--- src/hdl/lbcs_pkg.sv ---
// shared types, codes and reset constants of the led blink code sequencer
package lbcs_pkg;

	// widths fixed by the register and field formats
	localparam int unsigned CfgDataWidth  = 16;
	localparam int unsigned CfgIndexWidth = 3;
	localparam int unsigned MsWidth       = 16;
	localparam int unsigned BlinkWidth    = 8;
	localparam int unsigned TimeWidthDef  = 16;

	// register indexes of the configuration port
	localparam logic [CfgIndexWidth-1:0] REG_START_TIME   = 3'd0;
	localparam logic [CfgIndexWidth-1:0] REG_LONG_OFF     = 3'd1;
	localparam logic [CfgIndexWidth-1:0] REG_OFF          = 3'd2;
	localparam logic [CfgIndexWidth-1:0] REG_NORMAL_ON    = 3'd3;
	localparam logic [CfgIndexWidth-1:0] REG_ERROR1_ON    = 3'd4;
	localparam logic [CfgIndexWidth-1:0] REG_ERROR2_ON    = 3'd5;
	localparam logic [CfgIndexWidth-1:0] REG_ERROR1_BLINK = 3'd6;
	localparam logic [CfgIndexWidth-1:0] REG_ERROR2_BLINK = 3'd7;

	// register reset values
	localparam logic [MsWidth-1:0]    RstStartTime   = 16'd50;
	localparam logic [MsWidth-1:0]    RstLongOff     = 16'd1000;
	localparam logic [MsWidth-1:0]    RstOff         = 16'd100;
	localparam logic [MsWidth-1:0]    RstNormalOn    = 16'd0;
	localparam logic [MsWidth-1:0]    RstError1On    = 16'd100;
	localparam logic [MsWidth-1:0]    RstError2On    = 16'd100;
	localparam logic [BlinkWidth-1:0] RstError1Blink = 8'd2;
	localparam logic [BlinkWidth-1:0] RstError2Blink = 8'd1;
	localparam logic [BlinkWidth-1:0] NormalBlinks   = 8'd1;

	// request codes
	localparam logic [1:0] REQ_STEP = 2'd0;
	localparam logic [1:0] REQ_TICK = 2'd1;
	localparam logic [1:0] REQ_TEST = 2'd2;

	// mode codes
	localparam logic [1:0] MODE_ERROR1 = 2'd1;
	localparam logic [1:0] MODE_ERROR2 = 2'd2;

	typedef enum logic [1:0] {
		SP_IDLE    = 2'd0,
		SP_START   = 2'd1,
		SP_WAIT    = 2'd2,
		SP_OPERATE = 2'd3
	} start_phase_t;

	typedef enum logic [2:0] {
		BP_IDLE      = 3'd0,
		BP_LED_ON    = 3'd1,
		BP_ON_WAIT   = 3'd2,
		BP_OFF_WAIT  = 3'd3,
		BP_LONG_WAIT = 3'd4
	} blink_phase_t;

	// configuration register contents handed to the sequencer
	typedef struct packed {
		logic [MsWidth-1:0]    start_time_ms;
		logic [MsWidth-1:0]    long_off_ms;
		logic [MsWidth-1:0]    off_ms;
		logic [MsWidth-1:0]    normal_on_ms;
		logic [MsWidth-1:0]    error1_on_ms;
		logic [MsWidth-1:0]    error2_on_ms;
		logic [BlinkWidth-1:0] error1_blinks;
		logic [BlinkWidth-1:0] error2_blinks;
	} cfg_t;

	// result of one item, as it leaves the sequencer
	typedef struct packed {
		logic led_on;
		logic in_operate;
	} result_t;

endpackage

--- src/hdl/lbcs_seq.sv ---
// start-up and blink sequencer state with its next-state logic
module lbcs_seq #(
	parameter int unsigned TIME_WIDTH = lbcs_pkg::TimeWidthDef
) (
	input  logic            clk,
	input  logic            arst_n,
	input  logic            accept,
	input  logic [1:0]      req_type,
	input  logic [1:0]      mode,
	input  logic            test_level,
	input  lbcs_pkg::cfg_t  cfg,
	output lbcs_pkg::result_t result
);
	import lbcs_pkg::*;

	localparam logic [32:0] TimeMax = (33'd1 << TIME_WIDTH) - 33'd1;

	start_phase_t           start_phase_q, start_phase_d;
	blink_phase_t           blink_phase_q, blink_phase_d;
	logic [BlinkWidth-1:0]  blink_count_q, blink_count_d;
	logic [TIME_WIDTH-1:0]  time_left_q, time_left_d;
	logic                   time_over_q, time_over_d;
	logic                   test_mode_q, test_mode_d;
	logic                   led_level_q, led_level_d;

	logic [MsWidth-1:0]     on_time;
	logic [BlinkWidth-1:0]  blinks;
	logic [BlinkWidth-1:0]  count_inc;
	logic [MsWidth-1:0]     load_val;
	logic                   load_en;
	logic [32:0]            load_ext;
	logic [TIME_WIDTH-1:0]  load_sat;
	logic [TIME_WIDTH-1:0]  time_dec;

	// parameters of the mode carried by this step
	always_comb begin
		priority if (mode == MODE_ERROR1) begin
			on_time = cfg.error1_on_ms;
			blinks  = cfg.error1_blinks;
		end else if (mode == MODE_ERROR2) begin
			on_time = cfg.error2_on_ms;
			blinks  = cfg.error2_blinks;
		end else begin
			on_time = cfg.normal_on_ms;
			blinks  = NormalBlinks;
		end
	end

	assign count_inc = blink_count_q + BlinkWidth'(1);
	assign time_dec  = time_left_q - TIME_WIDTH'(1);

	// timer load saturates at the timer range
	assign load_ext = {{(33 - MsWidth){1'b0}}, load_val};
	assign load_sat = (load_ext > TimeMax) ? TimeMax[TIME_WIDTH-1:0]
	                                       : load_ext[TIME_WIDTH-1:0];

	// next state for the accepted item
	always_comb begin
		start_phase_d = start_phase_q;
		blink_phase_d = blink_phase_q;
		blink_count_d = blink_count_q;
		test_mode_d   = test_mode_q;
		led_level_d   = led_level_q;
		load_en       = 1'b0;
		load_val      = '0;

		if (req_type == REQ_STEP && !test_mode_q) begin
			unique case (start_phase_q)
				SP_IDLE: begin
					led_level_d   = 1'b1;
					start_phase_d = SP_START;
				end
				SP_START: begin
					led_level_d   = 1'b1;
					load_en       = 1'b1;
					load_val      = cfg.start_time_ms;
					start_phase_d = SP_WAIT;
				end
				SP_WAIT: begin
					if (time_over_q) begin
						led_level_d   = 1'b0;
						start_phase_d = SP_OPERATE;
					end
				end
				SP_OPERATE: begin
					unique case (blink_phase_q)
						BP_IDLE: begin
							led_level_d   = 1'b0;
							blink_phase_d = BP_LED_ON;
							blink_count_d = '0;
						end
						BP_LED_ON: begin
							// zero on time halts here, dark
							if (on_time != '0) begin
								led_level_d   = 1'b1;
								load_en       = 1'b1;
								load_val      = on_time;
								blink_phase_d = BP_ON_WAIT;
							end
						end
						BP_ON_WAIT: begin
							if (time_over_q && cfg.off_ms != '0) begin
								led_level_d   = 1'b0;
								load_en       = 1'b1;
								load_val      = cfg.off_ms;
								blink_phase_d = BP_OFF_WAIT;
							end
						end
						BP_OFF_WAIT: begin
							if (time_over_q) begin
								blink_count_d = count_inc;
								priority if (count_inc < blinks) begin
									blink_phase_d = BP_LED_ON;
								end else if (cfg.long_off_ms != '0) begin
									led_level_d   = 1'b0;
									load_en       = 1'b1;
									load_val      = cfg.long_off_ms;
									blink_phase_d = BP_LONG_WAIT;
								end else begin
									blink_phase_d = BP_IDLE;
								end
							end
						end
						BP_LONG_WAIT: begin
							if (time_over_q) begin
								blink_phase_d = BP_IDLE;
							end
						end
						default: begin
							blink_phase_d = BP_IDLE;
						end
					endcase
				end
			endcase
		end else if (req_type == REQ_TEST) begin
			test_mode_d = 1'b1;
			led_level_d = test_level;
		end
	end

	// shared timer: loads from steps, counts down on ticks
	always_comb begin
		time_left_d = time_left_q;
		time_over_d = time_over_q;
		if (load_en) begin
			time_left_d = load_sat;
			time_over_d = (load_sat == '0);
		end else if (req_type == REQ_TICK && time_left_q != '0) begin
			time_left_d = time_dec;
			time_over_d = (time_dec == '0);
		end
	end

	// state registers
	always_ff @(posedge clk or negedge arst_n) begin
		if (!arst_n) begin
			start_phase_q <= SP_IDLE;
			blink_phase_q <= BP_IDLE;
			blink_count_q <= '0;
			time_left_q   <= '0;
			time_over_q   <= 1'b0;
			test_mode_q   <= 1'b0;
			led_level_q   <= 1'b0;
		end else if (accept) begin
			start_phase_q <= start_phase_d;
			blink_phase_q <= blink_phase_d;
			blink_count_q <= blink_count_d;
			time_left_q   <= time_left_d;
			time_over_q   <= time_over_d;
			test_mode_q   <= test_mode_d;
			led_level_q   <= led_level_d;
		end
	end

	// result as seen after this item
	assign result.led_on     = led_level_d;
	assign result.in_operate = (start_phase_d == SP_OPERATE);

endmodule

--- src/hdl/led_blink_code_sequencer.sv ---
// top level of the led blink code sequencer: config registers, handshake, result register
//
//  channel | direction | handshake            | payload
//  --------+-----------+----------------------+---------------------------
//  in      | input     | in_valid / in_stall  | req_type, mode, test_level
//  out     | output    | out_valid / out_stall| led_on, in_operate
//  cfg     | input     | cfg_wr_en            | cfg_index, cfg_data
//
// one item per cycle while in_stall is low; its result is registered and appears in the cycle after accept.
// the sequencer state and timer update in the same cycle as the accept.
// in_stall rises only while a result is held and out_stall is high.
// reset clears the sequencer to start-up and the config registers to their defaults.
module led_blink_code_sequencer #(
	parameter int unsigned TIME_WIDTH = lbcs_pkg::TimeWidthDef
) (
	input  logic                                 clk,
	input  logic                                 arst_n,
	input  logic                                 in_valid,
	output logic                                 in_stall,
	input  logic [1:0]                           req_type,
	input  logic [1:0]                           mode,
	input  logic                                 test_level,
	output logic                                 out_valid,
	input  logic                                 out_stall,
	output logic                                 led_on,
	output logic                                 in_operate,
	input  logic                                 cfg_wr_en,
	input  logic [lbcs_pkg::CfgIndexWidth-1:0]   cfg_index,
	input  logic [lbcs_pkg::CfgDataWidth-1:0]    cfg_data
);
	import lbcs_pkg::*;

	cfg_t    cfg_q;
	result_t result;
	result_t result_q;
	logic    out_valid_q;
	logic    accept;

	// configuration registers
	always_ff @(posedge clk or negedge arst_n) begin
		if (!arst_n) begin
			cfg_q.start_time_ms <= RstStartTime;
			cfg_q.long_off_ms   <= RstLongOff;
			cfg_q.off_ms        <= RstOff;
			cfg_q.normal_on_ms  <= RstNormalOn;
			cfg_q.error1_on_ms  <= RstError1On;
			cfg_q.error2_on_ms  <= RstError2On;
			cfg_q.error1_blinks <= RstError1Blink;
			cfg_q.error2_blinks <= RstError2Blink;
		end else if (cfg_wr_en) begin
			unique case (cfg_index)
				REG_START_TIME:   cfg_q.start_time_ms <= cfg_data;
				REG_LONG_OFF:     cfg_q.long_off_ms   <= cfg_data;
				REG_OFF:          cfg_q.off_ms        <= cfg_data;
				REG_NORMAL_ON:    cfg_q.normal_on_ms  <= cfg_data;
				REG_ERROR1_ON:    cfg_q.error1_on_ms  <= cfg_data;
				REG_ERROR2_ON:    cfg_q.error2_on_ms  <= cfg_data;
				REG_ERROR1_BLINK: cfg_q.error1_blinks <= cfg_data[BlinkWidth-1:0];
				REG_ERROR2_BLINK: cfg_q.error2_blinks <= cfg_data[BlinkWidth-1:0];
			endcase
		end
	end

	// take an item unless a held result is blocked downstream
	assign in_stall = out_valid_q && out_stall;
	assign accept   = in_valid && !in_stall;

	lbcs_seq #(
		.TIME_WIDTH(TIME_WIDTH)
	) u_seq (
		.clk        (clk),
		.arst_n     (arst_n),
		.accept     (accept),
		.req_type   (req_type),
		.mode       (mode),
		.test_level (test_level),
		.cfg        (cfg_q),
		.result     (result)
	);

	// result register valid
	always_ff @(posedge clk or negedge arst_n) begin
		if (!arst_n) begin
			out_valid_q <= 1'b0;
		end else if (accept) begin
			out_valid_q <= 1'b1;
		end else if (!out_stall) begin
			out_valid_q <= 1'b0;
		end
	end

	// result payload
	always_ff @(posedge clk) begin
		if (accept) begin
			result_q <= result;
		end
	end

	assign out_valid  = out_valid_q;
	assign led_on     = result_q.led_on;
	assign in_operate = result_q.in_operate;

endmodule

--- config.mk ---
export PLATFORM = sky130hd
export DESIGN_NAME = led_blink_code_sequencer
export DESIGN_NICKNAME = d
export VERILOG_FILES = /design/src/hdl/lbcs_pkg.sv /design/src/hdl/lbcs_seq.sv /design/src/hdl/led_blink_code_sequencer.sv
export SDC_FILE = /design/constraint.sdc
export NUM_CORES = 1
export LEC_CHECK = 0
export ABC_AREA = 1
export BUFFER_PORTS_ARGS = -buffer_cell sky130_fd_sc_hd__buf_2
export CELL_PAD_IN_SITES_DETAIL_PLACEMENT = 2
export CELL_PAD_IN_SITES_GLOBAL_PLACEMENT = 2
export CORE_MARGIN = 2
export CORE_UTILIZATION = 36
export CTS_CLUSTER_SIZE = 30
export DETAILED_ROUTE_END_ITERATION = 12
export GPL_ROUTABILITY_DRIVEN = 0
export GPL_TIMING_DRIVEN = 0
export PLACE_DENSITY_LB_ADDON = 0.1
export SETUP_SLACK_MARGIN = 0.15
export SYNTH_ARGS = -nofsm -noshare
export SYNTH_HDL_FRONTEND = slang
export SYNTH_HIERARCHICAL = 1
export SYNTH_SLANG_ARGS = --single-unit
--- constraint.sdc ---
create_clock -name clk -period 3.5 [get_ports clk]
set_input_delay 0.35 -clock clk [delete_from_list [all_inputs] [get_ports clk]]
set_output_delay 0.35 -clock clk [all_outputs]
set_load 0.03 [all_outputs]
## Word-level counts from Yosys, hierarchy flattened

Index checks and enable logic that the tools add are counted.

- Output and inout port bits: 4
- Bits in registers: 147
- Word-level logic and storage cells: 128
- Input bits: 29

- Mux-type cells: 49
- Equal/unequal tests: 24
- Reduce and logical (&&, ||, !) cells: 32
- Magnitude comparators: 2
- $add $sub $neg: 2
- Bitwise gates (word level): 1

Operators by type and width:

| cell | count |
|---|---|
| $mux W16 | 11 |
| $reduce_bool A16 Y1 | 4 |
| $pmux W16 S3 | 1 |
| $logic_not A16 Y1 | 2 |
| $pmux W16 S2 | 1 |
| $mux W8 | 3 |
| $mux W1 | 18 |
| $mux W3 | 6 |
| $reduce_and A2 Y1 | 9 |
| $gt A16 B16 Y1 const B | 1 |
| $pmux W8 S2 | 1 |
| $sub A16 B1 Y16 const B | 1 |
| $eq A3 B3 Y1 const B | 5 |
| $pmux W3 S5 | 1 |
| $eq A3 B2 Y1 const B | 4 |
| $eq A2 B2 Y1 const B | 5 |
| $ne A2 B1 Y1 const B | 5 |
| $add A8 B1 Y8 const B | 1 |
| $lt A8 B8 Y1 | 1 |
| $reduce_and A7 Y1 | 1 |
| $eq A2 B1 Y1 const B | 3 |
| $eq A3 B1 Y1 const B | 2 |
| $logic_not A3 Y1 | 2 |
| $pmux W1 S3 | 2 |
| 12 further kinds | 20 |

## Depth between registers and ports, before layout

Gate-level depths: netlist of the first run.

- Depth in word-level cells: 13
- Gate-level depth with buffers: 23
- Gate-level depth less buffers: 20

## Modules after synthesis

Netlist of the first run, hierarchy kept.

By module, submodules not included:

| module | area an instance (µm²) | times used | cells an instance | seq. area each (µm²) |
|---|---|---|---|---|
| led_blink_code_sequencer | 4544.4 | 1 | 511 | 2912.8 |
| lbcs_seq | 3628.5 | 1 | 629 | 800.8 |

## Least setup slack after synthesis of the first run

OpenSTA, ideal clock, no wires.

- Path type: in2reg
- Start point: input mode[1]
- End point: register u_seq.time_left_q[14]
- Path buffers: 3
- Slack: 0.498 ns
- Cell stages on the path: 19
- Data arrival time: 2.879 ns
- Required time: 3.377 ns
- Library setup time: 0.123 ns
- Cell sequence: buf_4 nor2_4 buf_1 a22o_1 inv_1 ha_1 a21oi_1 nor2_1 a211oi_1 nand2_1 nand3_1 nand3_2 a21oi_4 o21ai_2 nand2_4 inv_2 buf_6 o21ai_1 o21ai_1

- Longest elaborated chain between the ends: 12
- Elaborated cells on any way between the ends: 25
- Classes of those cells: order compare: 2; eq/ne: 2; mux: 18; reduce/logical: 3

RTL lines:

| item | RTL line | text |
|---|---|---|
| start: declaration | led_blink_code_sequencer.sv:21 | `input logic [1:0] mode,` |
| $eq A2 B2 Y1 | lbcs_seq.sv:40 | `end else if (mode == MODE_ERROR2) begin` |
| $mux W8 | lbcs_seq.sv:40 |  |
| $mux W8 | lbcs_seq.sv:37 | `priority if (mode == MODE_ERROR1) begin` |
| $lt A8 B8 Y1 | lbcs_seq.sv:112 | `priority if (count_inc < blinks) begin` |
| $mux W16 | lbcs_seq.sv:112 |  |
| $mux W16 | lbcs_seq.sv:110 | `if (time_over_q) begin` |
| $pmux W16 S3 | lbcs_seq.sv:86 | `unique case (blink_phase_q)` |
| $pmux W16 S2 | lbcs_seq.sv:68 | `unique case (start_phase_q)` |
| $mux W16 | lbcs_seq.sv:67 | `if (req_type == REQ_STEP && !test_mode_q) begin` |
| $gt A16 B16 Y1 | lbcs_seq.sv:54 | `assign load_sat = (load_ext > TimeMax) ? TimeMax[TIME_WIDTH-1:0]` |
| $mux W16 | lbcs_seq.sv:54 |  |
| $mux W16 | lbcs_seq.sv:145 | `if (load_en) begin` |
| end signal: assignment | lbcs_seq.sv:168 | `time_left_q <= time_left_d;` |
| end: declaration | lbcs_seq.sv:21 | `logic [TIME_WIDTH-1:0] time_left_q, time_left_d;` |

Several ways; a longest one is shown, not always the timed one.
A chain may end at the register's enable or synchronous reset.

## Worst setup path after layout of the first run

- Start point: register u_seq.blink_count_q[0]
- End point: register u_seq.time_over_q

- Longest elaborated chain between the ends: 11
- Elaborated cells on any way between the ends: 18
- Classes of those cells: add/sub: 1; order compare: 2; mux: 12; reduce/logical: 3

RTL lines:

| item | RTL line | text |
|---|---|---|
| start: declaration | lbcs_seq.sv:20 | `logic [BlinkWidth-1:0] blink_count_q, blink_count_d;` |
| start signal: assignment | lbcs_seq.sv:167 | `blink_count_q <= blink_count_d;` |
| $add A8 B1 Y8 * | lbcs_seq.sv:49 | `assign count_inc = blink_count_q + BlinkWidth'(1);` |
| $lt A8 B8 Y1 * | lbcs_seq.sv:112 |  |
| $mux W16 | lbcs_seq.sv:112 |  |
| $mux W16 | lbcs_seq.sv:110 |  |
| $pmux W16 S3 | lbcs_seq.sv:86 |  |
| $pmux W16 S2 | lbcs_seq.sv:68 |  |
| $mux W16 | lbcs_seq.sv:67 |  |
| $gt A16 B16 Y1 | lbcs_seq.sv:54 |  |
| $mux W16 | lbcs_seq.sv:54 |  |
| $logic_not A16 Y1 | lbcs_seq.sv:147 | `time_over_d = (load_sat == '0);` |
| $mux W1 | lbcs_seq.sv:145 |  |
| end signal: assignment | lbcs_seq.sv:169 | `time_over_q <= time_over_d;` |
| end: declaration | lbcs_seq.sv:22 | `logic time_over_q, time_over_d;` |

Mark *: on every way between the ends. The rest lies on a longest branch, timed or not.

==> flow_metrics.tcl, run 1 <==
set metrics [dict create \
    cts_tree "yes" \
    routed_wl_um 27900 \
    maxCapViolations 0 \
    worstSkewPairLatency_ps 440 \
    start_util 0.364 \
    tns_ps 0 \
    synthToLayoutAreaGrowth_pct 14.3 \
    rr_worst_depth 19 \
    slowest_delay_ps 430 \
    async_flop_share 0.986 \
    ys_warn_count 6 \
    min-delay-path-class "in2async" \
    power_w 0.00556 \
    overflow 0 \
    failed_checks "hold timing" \
    ioPinCount 33 \
    ys.flop_type "dfrtp_1" \
    cp_max_fo 10 \
    cts.htree.levels 4 \
    cp-startpoint "u_seq/blink_count_q[0]" \
    fin_crit_sh 0.876 \
    setup_violations 0 \
    regArea_um2 3710 \
    syn_avg_cell_area_um2 7.17 \
    first_global_vias 8469 \
    synth-seq-cells 147 \
    core_area_um2 22400 \
    place_ws_ps -602 \
    cp-endpoint "u_seq/time_over_q" \
    syn-cell-area_um2 8170 \
    yosys-top-cells-count "nand2_1, dfrtp_1, nand3_1" \
    portBuffers 23 \
    r2r-end "u_seq/time_over_q" \
    die_x_um 155 \
    die-area_um2 23900 \
    path_cells "ha_1 > nand2_2 > nor2_2 > nand2_1 > xor2_2 > inv_1 > ha_1 > nand2_1 > nor2_1 > a211oi_2 > nand2_2 > buf_4 > nand4_1 > nand3_1 > a21boi_1 > nand2_1 > nor2_1 > nand3_1 > a21oi_1" \
    rsz0062_at_grt "false" \
    powerDensity_nw_per_um2 595 \
    antenna_cells 0 \
    synth_most_common_cell "nand2_1" \
    postRouteAntennaNets 0 \
    ys_seq_area_frac 0.454 \
    relSlewSlack 0.218 \
    row_count 55 \
    critPathArrivalTime_ps 3410 \
    vias 7592 \
    grt_pass1_wl_um 45900 \
    worstMarginPinSlew_ps 1160 \
    synth_top_area_frac 0.383 \
    cts_sinks 147 \
    vias_per_cell 5.11 \
    wl_per_cell_um 18.8 \
    cp-end-kind "flip-flop" \
    setup.worst_path.start_class "flip-flop" \
    ys_types 47 \
    crit_slowest_cell "dfrtp_2" \
    fmax_ghz 0.326 \
    multi_input_area_um2 3840 \
    dr.pass1.iters 4 \
    clk_pin_slew_worst_paths_ps 70 \
    grt-busiest-layer "met2" \
    synth_edf_count 2 \
    num-fill-cells 2733 \
    syn_nets 1179 \
    slew_violations 0 \
    required_ps 3850 \
    antenna_found_initial 0 \
    status "finished, violations left" \
    cellLeakagePower_nw 4.96 \
    crit-reg2reg-launch "u_seq/blink_count_q[0]" \
    die_y_um 155 \
    synthCells 1140 \
    drt-initial-drc-count 265 \
    rrSetupSlack_ps 440 \
    skew_ps 15.1 \
    grt_usage 0.247 \
    drc 0 \
    holdBufCountCts 0 \
    grt_max_degree 82 \
    drive_gt1_frac 0.123 \
    whs_ps -63.8 \
    path_class "reg2reg" \
    clk_path_buf_depth 2 \
    grt_util_met3 0.0275 \
    fin_ws_ps 435 \
    synth_top_area_cell "dfrtp_1" \
    hold_violations 11 \
    dp_hpwl_um 20500 \
    numCtsBuffers 17 \
    fin_crit_ps 3060 \
    met1_usage 0.310 \
    final_nets 1226 \
    cts_root_buf "clkbuf_16" \
    crit_path_frequent_cell "nand2_1" \
    met2_usage 0.451 \
    synth_area_leaders "dfrtp_1, nand2_1, dfstp_2" \
    peakVddDrop_mv 0.290 \
]
cell families after synthesis:
| group | count (synthesis) | share of synthesized area |
|---|---|---|
| flops | 147 | 0.454 |
| buf+inv | 152 | 0.0782 |
| compound gates | 75 | 0.0591 |
| xor+xnor | 13 | 0.0139 |
| simple gates | 743 | 0.379 |
| fa+ha+maj | 10 | 0.0153 |
worst max-delay path: cells and delay by family, from the launching register on:
family	cells	cell delay, ps
adders and majority gates	2	550
DFF	1	430
xor gates and xnor gates	1	160
AOI/OAI and AO/OA	3	580
and+or+nand+nor	11	980
buffers and inverters	2	270
state kept, by name, indices dropped and copies added, names as in the netlist, 2 cells and up:
register	count
u_seq/blink_phase_q	3
u_seq/start_phase_q	2
u_seq/time_left_q	16
cfg_q	112
u_seq/blink_count_q	8
placed cells by master, fill, tap and decap left out, types with 11 or more instances in the layout:
cell type  count
dfrtp_1      124
o21ai_1       12
nand3_1       98
nor2_1        62
inv_1         96
nand2_1      520
o21ai_0       23
buf_2         38
a21oi_1       13
dfstp_2       20
clkbuf_1      12
clkbuf_16     17
nand4_1       21
xor2_1        11
per-layer routing:
layer | vias to the layer above | routed length (um)
met4 | 0 | 374
met5 | - | 0
met1 | 3800 | 12500
met3 | 28 | 591
li1 | 3678 | -
met2 | 86 | 14400
power breakdown:
| part | switching [W] | total (W) | internal [W] | leakage (nW) |
|---|---|---|---|---|
| Sequential | 0.000233 | 0.00231 | 0.00207 | 1.78 |
| Clock | 0.000796 | 0.00190 | 0.00110 | 0.296 |
| Combinational | 0.000905 | 0.00135 | 0.000448 | 2.89 |
| Total | 0.00193 | 0.00556 | 0.00362 | 4.96 |
area by class of cell:
type / count / area share
multi-input combinational: 841 / 0.411
clock buffer: 19 / 0.0485
timing repair buffer: 28 / 0.0192
buffer: 47 / 0.0269
sequential: 147 / 0.398
tap: 285 / 0.0382
clock inverter: 13 / 0.0161
inverter: 105 / 0.0422
stage by stage:
| step | cells | util | cell area [um2] |
|---|---|---|---|
| 2_1_floorplan | 1140 | - | 8170 |
| 3_3_place_gp | 1448 | 0.385 | 8640 |
| 3_5_place_dp | 1449 | 0.387 | 8680 |
| 4_1_cts | 1484 | 0.415 | 9310 |
| 5_1_grt | 1485 | 0.416 | 9340 |
| 6_report | 1485 | 0.416 | 9340 |
worst min-delay path by stage:
stage | to | cells past startpoint | slack (ps)
5_1_grt | cfg_q[51] | 1 | 20
3_5_place_dp | u_seq/test_mode_q | 1 | 450
2_1_floorplan | cfg_q[102] | 0 | 50
4_1_cts | cfg_q[51] | 1 | 2
6_report | cfg_q[51] | 1 | -60
3_3_place_gp | u_seq/test_mode_q | 1 | 440
timing repair:
action / CTS / global route
setup buffers: 3 / 1
cloned: 0 / 0
hold endpoints to repair: 0 / 0
gates resized for setup: 5 / 10
setup endpoints to repair: 17 / 19
pin swaps: 2 / 1
(Power assumes the default switching activity.)
==> run 2: changes to the inputs <==
- ABC_AREA: 1 -> unset
- CORE_UTILIZATION: 36 -> 43
==> run 2 against run 1 <==
First-iteration DRC count increased by 9.8%. Global-route usage increased by 0.72 points. Non-clock buffer count increased by 9. Maximum frequency decreased by 5.4%. Largest cell class unchanged. Design area decreased by 0.79%. Register-to-register slack got worse by 170 ps. Hold slack improved by 210 ps. Clock-buffer cell count decreased by 1. Combinational power decreased by 34%. Flip-flop and latch count unchanged. Largest power group unchanged. Utilization increased by 9.6 points. The run ends with DRC left.
==> flow_metrics.tcl, run 2 <==
set metrics [dict create \
    status "finished, violations left" \
    failed_checks "DRC" \
    synth_top_family_by_area "multiplexers" \
    syn_nets 725 \
    synth-simple-area-share 0.114 \
    path_class "reg2reg" \
    die_x_um 140 \
    synthCells 686 \
    cp-end-kind "flip-flop" \
    die_y_um 140 \
    fin_ws_ps 261 \
    fin_crit_ps 3240 \
    die-area_um2 19600 \
    ys.flop_type "dfrtp_1" \
    overflow 0 \
    dr.pass1.iters 8 \
    synth_area_leaders "dfrtp_1, mux2_2, dfstp_2" \
    powerDensity_nw_per_um2 537 \
    slowest_delay_ps 530 \
    core_area_um2 18100 \
    largest_register_ffs 112 \
    first_global_vias 6637 \
    cts_tree "yes" \
    async_flop_share 0.986 \
    clk_pin_slew_worst_paths_ps 60 \
    peakVddDrop_mv 0.454 \
    synth_edf_count 2 \
    ioPinCount 33 \
    place_ws_ps -522 \
    ys_warn_count 6 \
    fin_crit_sh 0.926 \
    drc 2 \
    min-delay-path-class "in2reg" \
    setup_violations 0 \
    hold_violations 0 \
    muxShareOfSynthArea 0.229 \
    worstMarginPinSlew_ps 888 \
    grt_usage 0.254 \
    setup.worst_path.start_class "flip-flop" \
    final_util 0.512 \
    hold_depth 2 \
    postRouteAntennaNets 0 \
    clk_path_buf_depth 2 \
    grt_pass1_wl_um 38500 \
    ys_types 73 \
    cp_max_fo 10 \
    met3WireLength_um 591 \
    syn_avg_cell_area_um2 11.6 \
    synth-compound-area-share 0.126 \
    antenna_cells 0 \
    worstSkewPairLatency_ps 430 \
    synth-seq-cells 147 \
    cts_sinks 147 \
    yosys-top-cells-count "dfrtp_1, mux2_2, mux2i_1" \
    synthAdderAreaFrac 0.0157 \
    path_delay_family "compound AO/OA/AOI/OAI gates" \
    synthToLayoutAreaGrowth_pct 16.4 \
    cts_root_buf "clkbuf_16" \
    rsz0062_at_grt "false" \
    portBuffers 25 \
    rr_worst_depth 13 \
    antenna_found_initial 0 \
    wl_met1_um 10800 \
    drt-initial-drc-count 291 \
    synth_top_area_frac 0.393 \
    required_ps 3860 \
    maxCapViolations 0 \
    row_count 49 \
    dp_hpwl_um 17100 \
    whs_ps 146 \
    regMostFlops "cfg_q" \
    routed_wl_um 23900 \
    critPathArrivalTime_ps 3600 \
    synthXorXnorAreaFrac 0.00770 \
    vias 5942 \
    cp.depth 13 \
    relSlewSlack 0.400 \
    mostFrequentLayoutCell "dfrtp_1" \
    crit_path_frequent_cell "buf_6" \
    start_util 0.440 \
    top_layer_used "met4" \
    path_cells "buf_4 > nand3_2 > xnor2_2 > ha_1 > or4b_1 > a221o_1 > a21oi_4 > nor3_4 > o31a_1 > buf_6 > buf_6 > o21ai_0 > a22o_1" \
    crit_slowest_cell "or4b_1" \
    reg_top3 "cfg_q: 112 flops, u_seq/time_left_q: 16 flops, u_seq/blink_count_q: 8 flops" \
    wl_per_cell_um 24.2 \
    synth_top_area_cell "dfrtp_1" \
    met2_wirelength_um 12200 \
    grt_max_degree 97 \
    drive_gt1_frac 0.367 \
    numCtsBuffers 17 \
    syn-cell-area_um2 7960 \
    final_cell_mix "dfrtp_1, mux2_2, mux2i_1, buf_2, nand2_1" \
    cellLeakagePower_nw 4.03 \
    cts.htree.levels 4 \
    fmax_ghz 0.309 \
    final_nets 784 \
    critPathBufInv 3 \
    slew_violations 0 \
    skew_ps 10.8 \
    ys_seq_area_frac 0.466 \
    synth_most_common_cell "dfrtp_1" \
    vias_per_cell 6.02 \
]
-- run 2: cell count changes after synthesis, sizes merged, moves of 15 or more --
cell	delta
nand2	-489
nand3	-84
a22o	+15
inv	-93
mux2i	+48
mux2	+116
nor2	-47
nand4	-16
-- run 2: worst reg2reg max path, cell delays in order, from the launching register on --
cell,delay (ps)
dfrtp_1,380
buf_4,130
nand3_2,90
xnor2_2,160
ha_1,220
or4b_1,530
a221o_1,310
a21oi_4,250
nor3_4,80
o31a_1,290
buf_6,160
buf_6,150
o21ai_0,240
a22o_1,180
-- run 2: where the power goes --
group	internal, W	switching (W)	leakage, nW	total, W
Sequential	0.00205	0.000248	1.75	0.00230
Combinational	0.000450	0.000436	1.99	0.000886
Clock	0.000964	0.000832	0.284	0.00180
-- run 2: kinds of logic (layout without fill, tap and decap cells) --
kind of cell,count (synthesis),after routing
XOR/XNOR,7,7
AO/OA/AOI/OAI,144,144
AND/OR/NAND/NOR,160,160
flip-flops,147,147
adder cells (fa/ha/maj),10,10
multiplexers,164,164
buffers and inverters,54,126
-- run 2: per-layer routing --
layer,up-vias,track usage
met5,-,0
met4,0,0.0633
met3,28,0.0431
met2,91,0.442
met1,3133,0.332
li1,2690,-
-- run 2: layout make-up --
type,count,area [um2]
fill,1766,8820
multi-input combinational,485,4080
sequential,147,3710
clock buffer,18,439
buffer,44,310
tap,229,287
timing repair buffer,40,267
clock inverter,14,138
inverter,10,37.5
-- run 2: per-stage QoR --
step	cell area (um2)	cells	power, W	TNS (ps)
CTS	9120	979	0.00501	0
floorplan	7960	686	0.00283	0
global route	9270	987	0.00523	0
global placement	8370	940	0.00307	-5380
finish	9270	987	0.00498	0
detailed placement	8410	941	0.00317	-7650
-- run 2: worst paths after layout --
check / startpoint / slack [ps] / endpoint
max: u_seq/blink_count_q[0] / 260 / u_seq/time_left_q[15]
min: in_valid / 150 / out_valid
max reg2reg: u_seq/blink_count_q[0] / 260 / u_seq/time_left_q[15]
min reg2reg: cfg_q[33] / 510 / cfg_q[33]
max in group asynchronous: arst_n / 2200 / cfg_q[37]
min in group asynchronous: arst_n / 440 / u_seq/blink_count_q[4]
-- run 2: repair_timing --
action | 4_1_cts | 5_1_grt
endpoints found under the setup margin | 17 | 17
buffers inserted | 5 | 8
resized for setup | 22 | 28
hold buffers | 1 | 0
pin swaps | 2 | 8
hold endpoints to repair | 48 | 0
==> run 3: changes to the inputs <==
- GPL_TIMING_DRIVEN: 0 -> unset
==> run 3 against run 2 <==
The run now ends clean. Sequential power is essentially flat. Register-to-register slack lost 60 ps. Largest cell class unchanged. Total power grew 1.7%. Clock power grew 3%. Die area is the same. Critical endpoint is now u_seq/time_over_q. Critical path type unchanged. First-iteration DRC count grew 18%.
==> flow_metrics.tcl, run 3 (synthesis results as in run 2) <==
set metrics [dict create \
    status "finished, final reports clean" \
    cts.htree.levels 4 \
    first_global_vias 6560 \
    cts_root_buf "clkbuf_16" \
    rsz0062_at_grt "true" \
    path_class "reg2reg" \
    antenna_found_initial 0 \
    netSwitchingPower_w 0.00154 \
    drt-initial-drc-count 344 \
    holdBufCountCts 0 \
    p_clk_frac 0.366 \
    final_cell_mix "dfrtp_1, mux2_2, mux2i_1, nand2_1, buf_2" \
    dp_hpwl_um 16700 \
    dr.pass1.iters 7 \
    min-delay-path-class "in2async" \
    p_sw_frac 0.304 \
    clk_path_buf_depth 2 \
    wl_per_cell_um 26.2 \
    reg_top3 "cfg_q: 112 flops, u_seq/time_left_q: 16 flops, u_seq/blink_count_q: 8 flops" \
    regMostFlops "cfg_q" \
    ioPinCount 33 \
    cp-end-kind "flip-flop" \
    skew_ps 12.1 \
    hold_violations 0 \
    combPwrFrac 0.175 \
    setup.worst_path.start_class "flip-flop" \
    fin_crit_sh 0.943 \
    tns_ps 0 \
    setup_violations 0 \
    grt_usage 0.264 \
    seq_power_share 0.458 \
    numCtsBuffers 17 \
    final_nets 769 \
    critPathArrivalTime_ps 3670 \
    grt_max_degree 99 \
    routed_wl_um 25400 \
    die_x_um 140 \
    cellLeakagePower_nw 4.02 \
    cts_tree "yes" \
    die_y_um 140 \
    drc 0 \
    maxCapViolations 0 \
    dpl.cell_count 933 \
    worstMarginPinSlew_ps 1180 \
    fmax_ghz 0.303 \
    final_cells 972 \
    core_area_um2 18100 \
    postRouteAntennaNets 0 \
    mostFrequentLayoutCell "dfrtp_1" \
    worstSkewPairLatency_ps 430 \
    met2_wirelength_um 13100 \
    powerDensity_nw_per_um2 547 \
    top_layer_used "met4" \
    cts_sinks 147 \
    slew_violations 0 \
    start_util 0.440 \
    cp_max_fo 5 \
    met3WireLength_um 719 \
    p_int_w 0.00353 \
    overflow 0 \
    grt_pass1_wl_um 39600 \
    relSlewSlack 0.209 \
    clk_pin_slew_worst_paths_ps 60 \
    largest_register_ffs 112 \
    row_count 49 \
    required_ps 3870 \
    drive_gt1_frac 0.376 \
    antenna_cells 0 \
    vias_per_cell 6.15 \
    portBuffers 32 \
    synthToLayoutAreaGrowth_pct 16.3 \
    num-fill-cells 1735 \
    vias 5974 \
    die-area_um2 19600 \
    fin_crit_ps 3300 \
    wl_met1_um 11200 \
    peakVddDrop_mv 0.336 \
]
-- run 3: cell count changes in the layout (fill, tap and decap cells not counted), moves of 2 or more --
cell,previous run,this run
nor4bb_4,0,3
clkinvlp_4,1,4
inv_8,5,3
buf_6,12,4
buf_2,37,32
nor4bb_1,3,0
clkinv_4,3,1
clkbuf_1,9,0
buf_12,0,2
buf_4,22,30
a221oi_2,1,3
-- run 3: metal layers --
layer	vias up	global-route usage
met5	-	0
met4	0	0.0734
met3	35	0.0540
met2	117	0.460
met1	3155	0.336
li1	2667	-
-- run 3: cell type report --
type                            count  area (um2)  area share
Clock buffer                       19         453      0.0489
Multi-Input combinational cell    485        4150       0.448
Clock inverter                     13         138      0.0149
Sequential cell                   147        3710       0.401
Timing Repair Buffer               69         478      0.0516
Inverter                           10        37.5     0.00405
Tap cell                          229         287      0.0310
-- run 3: metrics by stage --
stage / total power (W) / worst slack (ps) / hold WS (ps) / cell area (um2) / util
after floorplan: 0.00283 / 279 / 54.4 / 7960 / -
final: 0.00507 / 199 / 41.9 / 9260 / 0.512
after global placement: 0.00308 / 78.7 / 476 / 8410 / 0.465
after CTS: 0.00509 / 147 / 57.0 / 9050 / 0.500
after global routing: 0.00530 / 94.3 / 76.2 / 9260 / 0.512
after detailed placement: 0.00317 / -69.3 / 484 / 8410 / 0.465
-- run 3: worst paths after layout --
kind / from / end / slack [ps] / depth (start not counted)
worst max register to register: u_seq/blink_count_q[0] / u_seq/time_over_q / 200 / 12
min in group clk: in_valid / out_valid / 130 / 2
worst min-delay path: arst_n / cfg_q[8] / 40 / 1
worst min register to register: u_seq/time_left_q[15] / u_seq/time_left_q[15] / 510 / 1
max in group asynchronous: arst_n / cfg_q[25] / 2670 / 2
worst max-delay path: u_seq/blink_count_q[0] / u_seq/time_over_q / 200 / 12
-- run 3: repair_timing --
action / in CTS / in global routing
gates resized for setup: 11 / 35
endpoints found under the setup margin: 17 / 17
setup buffers: 0 / 6
pin swaps: 0 / 8
cloned: 0 / 1
hold endpoints to repair: 0 / 0
-- run 3: power by group through the flow --
stage | registers, W | clock network [W] | logic [W]
after detailed placement | 0.00233 | 0 | 0.000846
final | 0.00232 | 0.00186 | 0.000888
after floorplan | 0.00223 | 0 | 0.000605
after global routing | 0.00236 | 0.00197 | 0.000963
after global placement | 0.00228 | 0 | 0.000792
after CTS | 0.00232 | 0.00189 | 0.000879
-- run 3: worst max-delay path, stage by stage, from the launching register on --
cell      delay, ps
dfrtp_1         420
ha_2            230
xor2_1          190
ha_2            220
or4b_1          500
a221o_1         320
a21oi_4         280
nor3_4           70
buf_4           170
o21a_1          230
a311oi_2        330
mux2_1          200
a21o_1           80
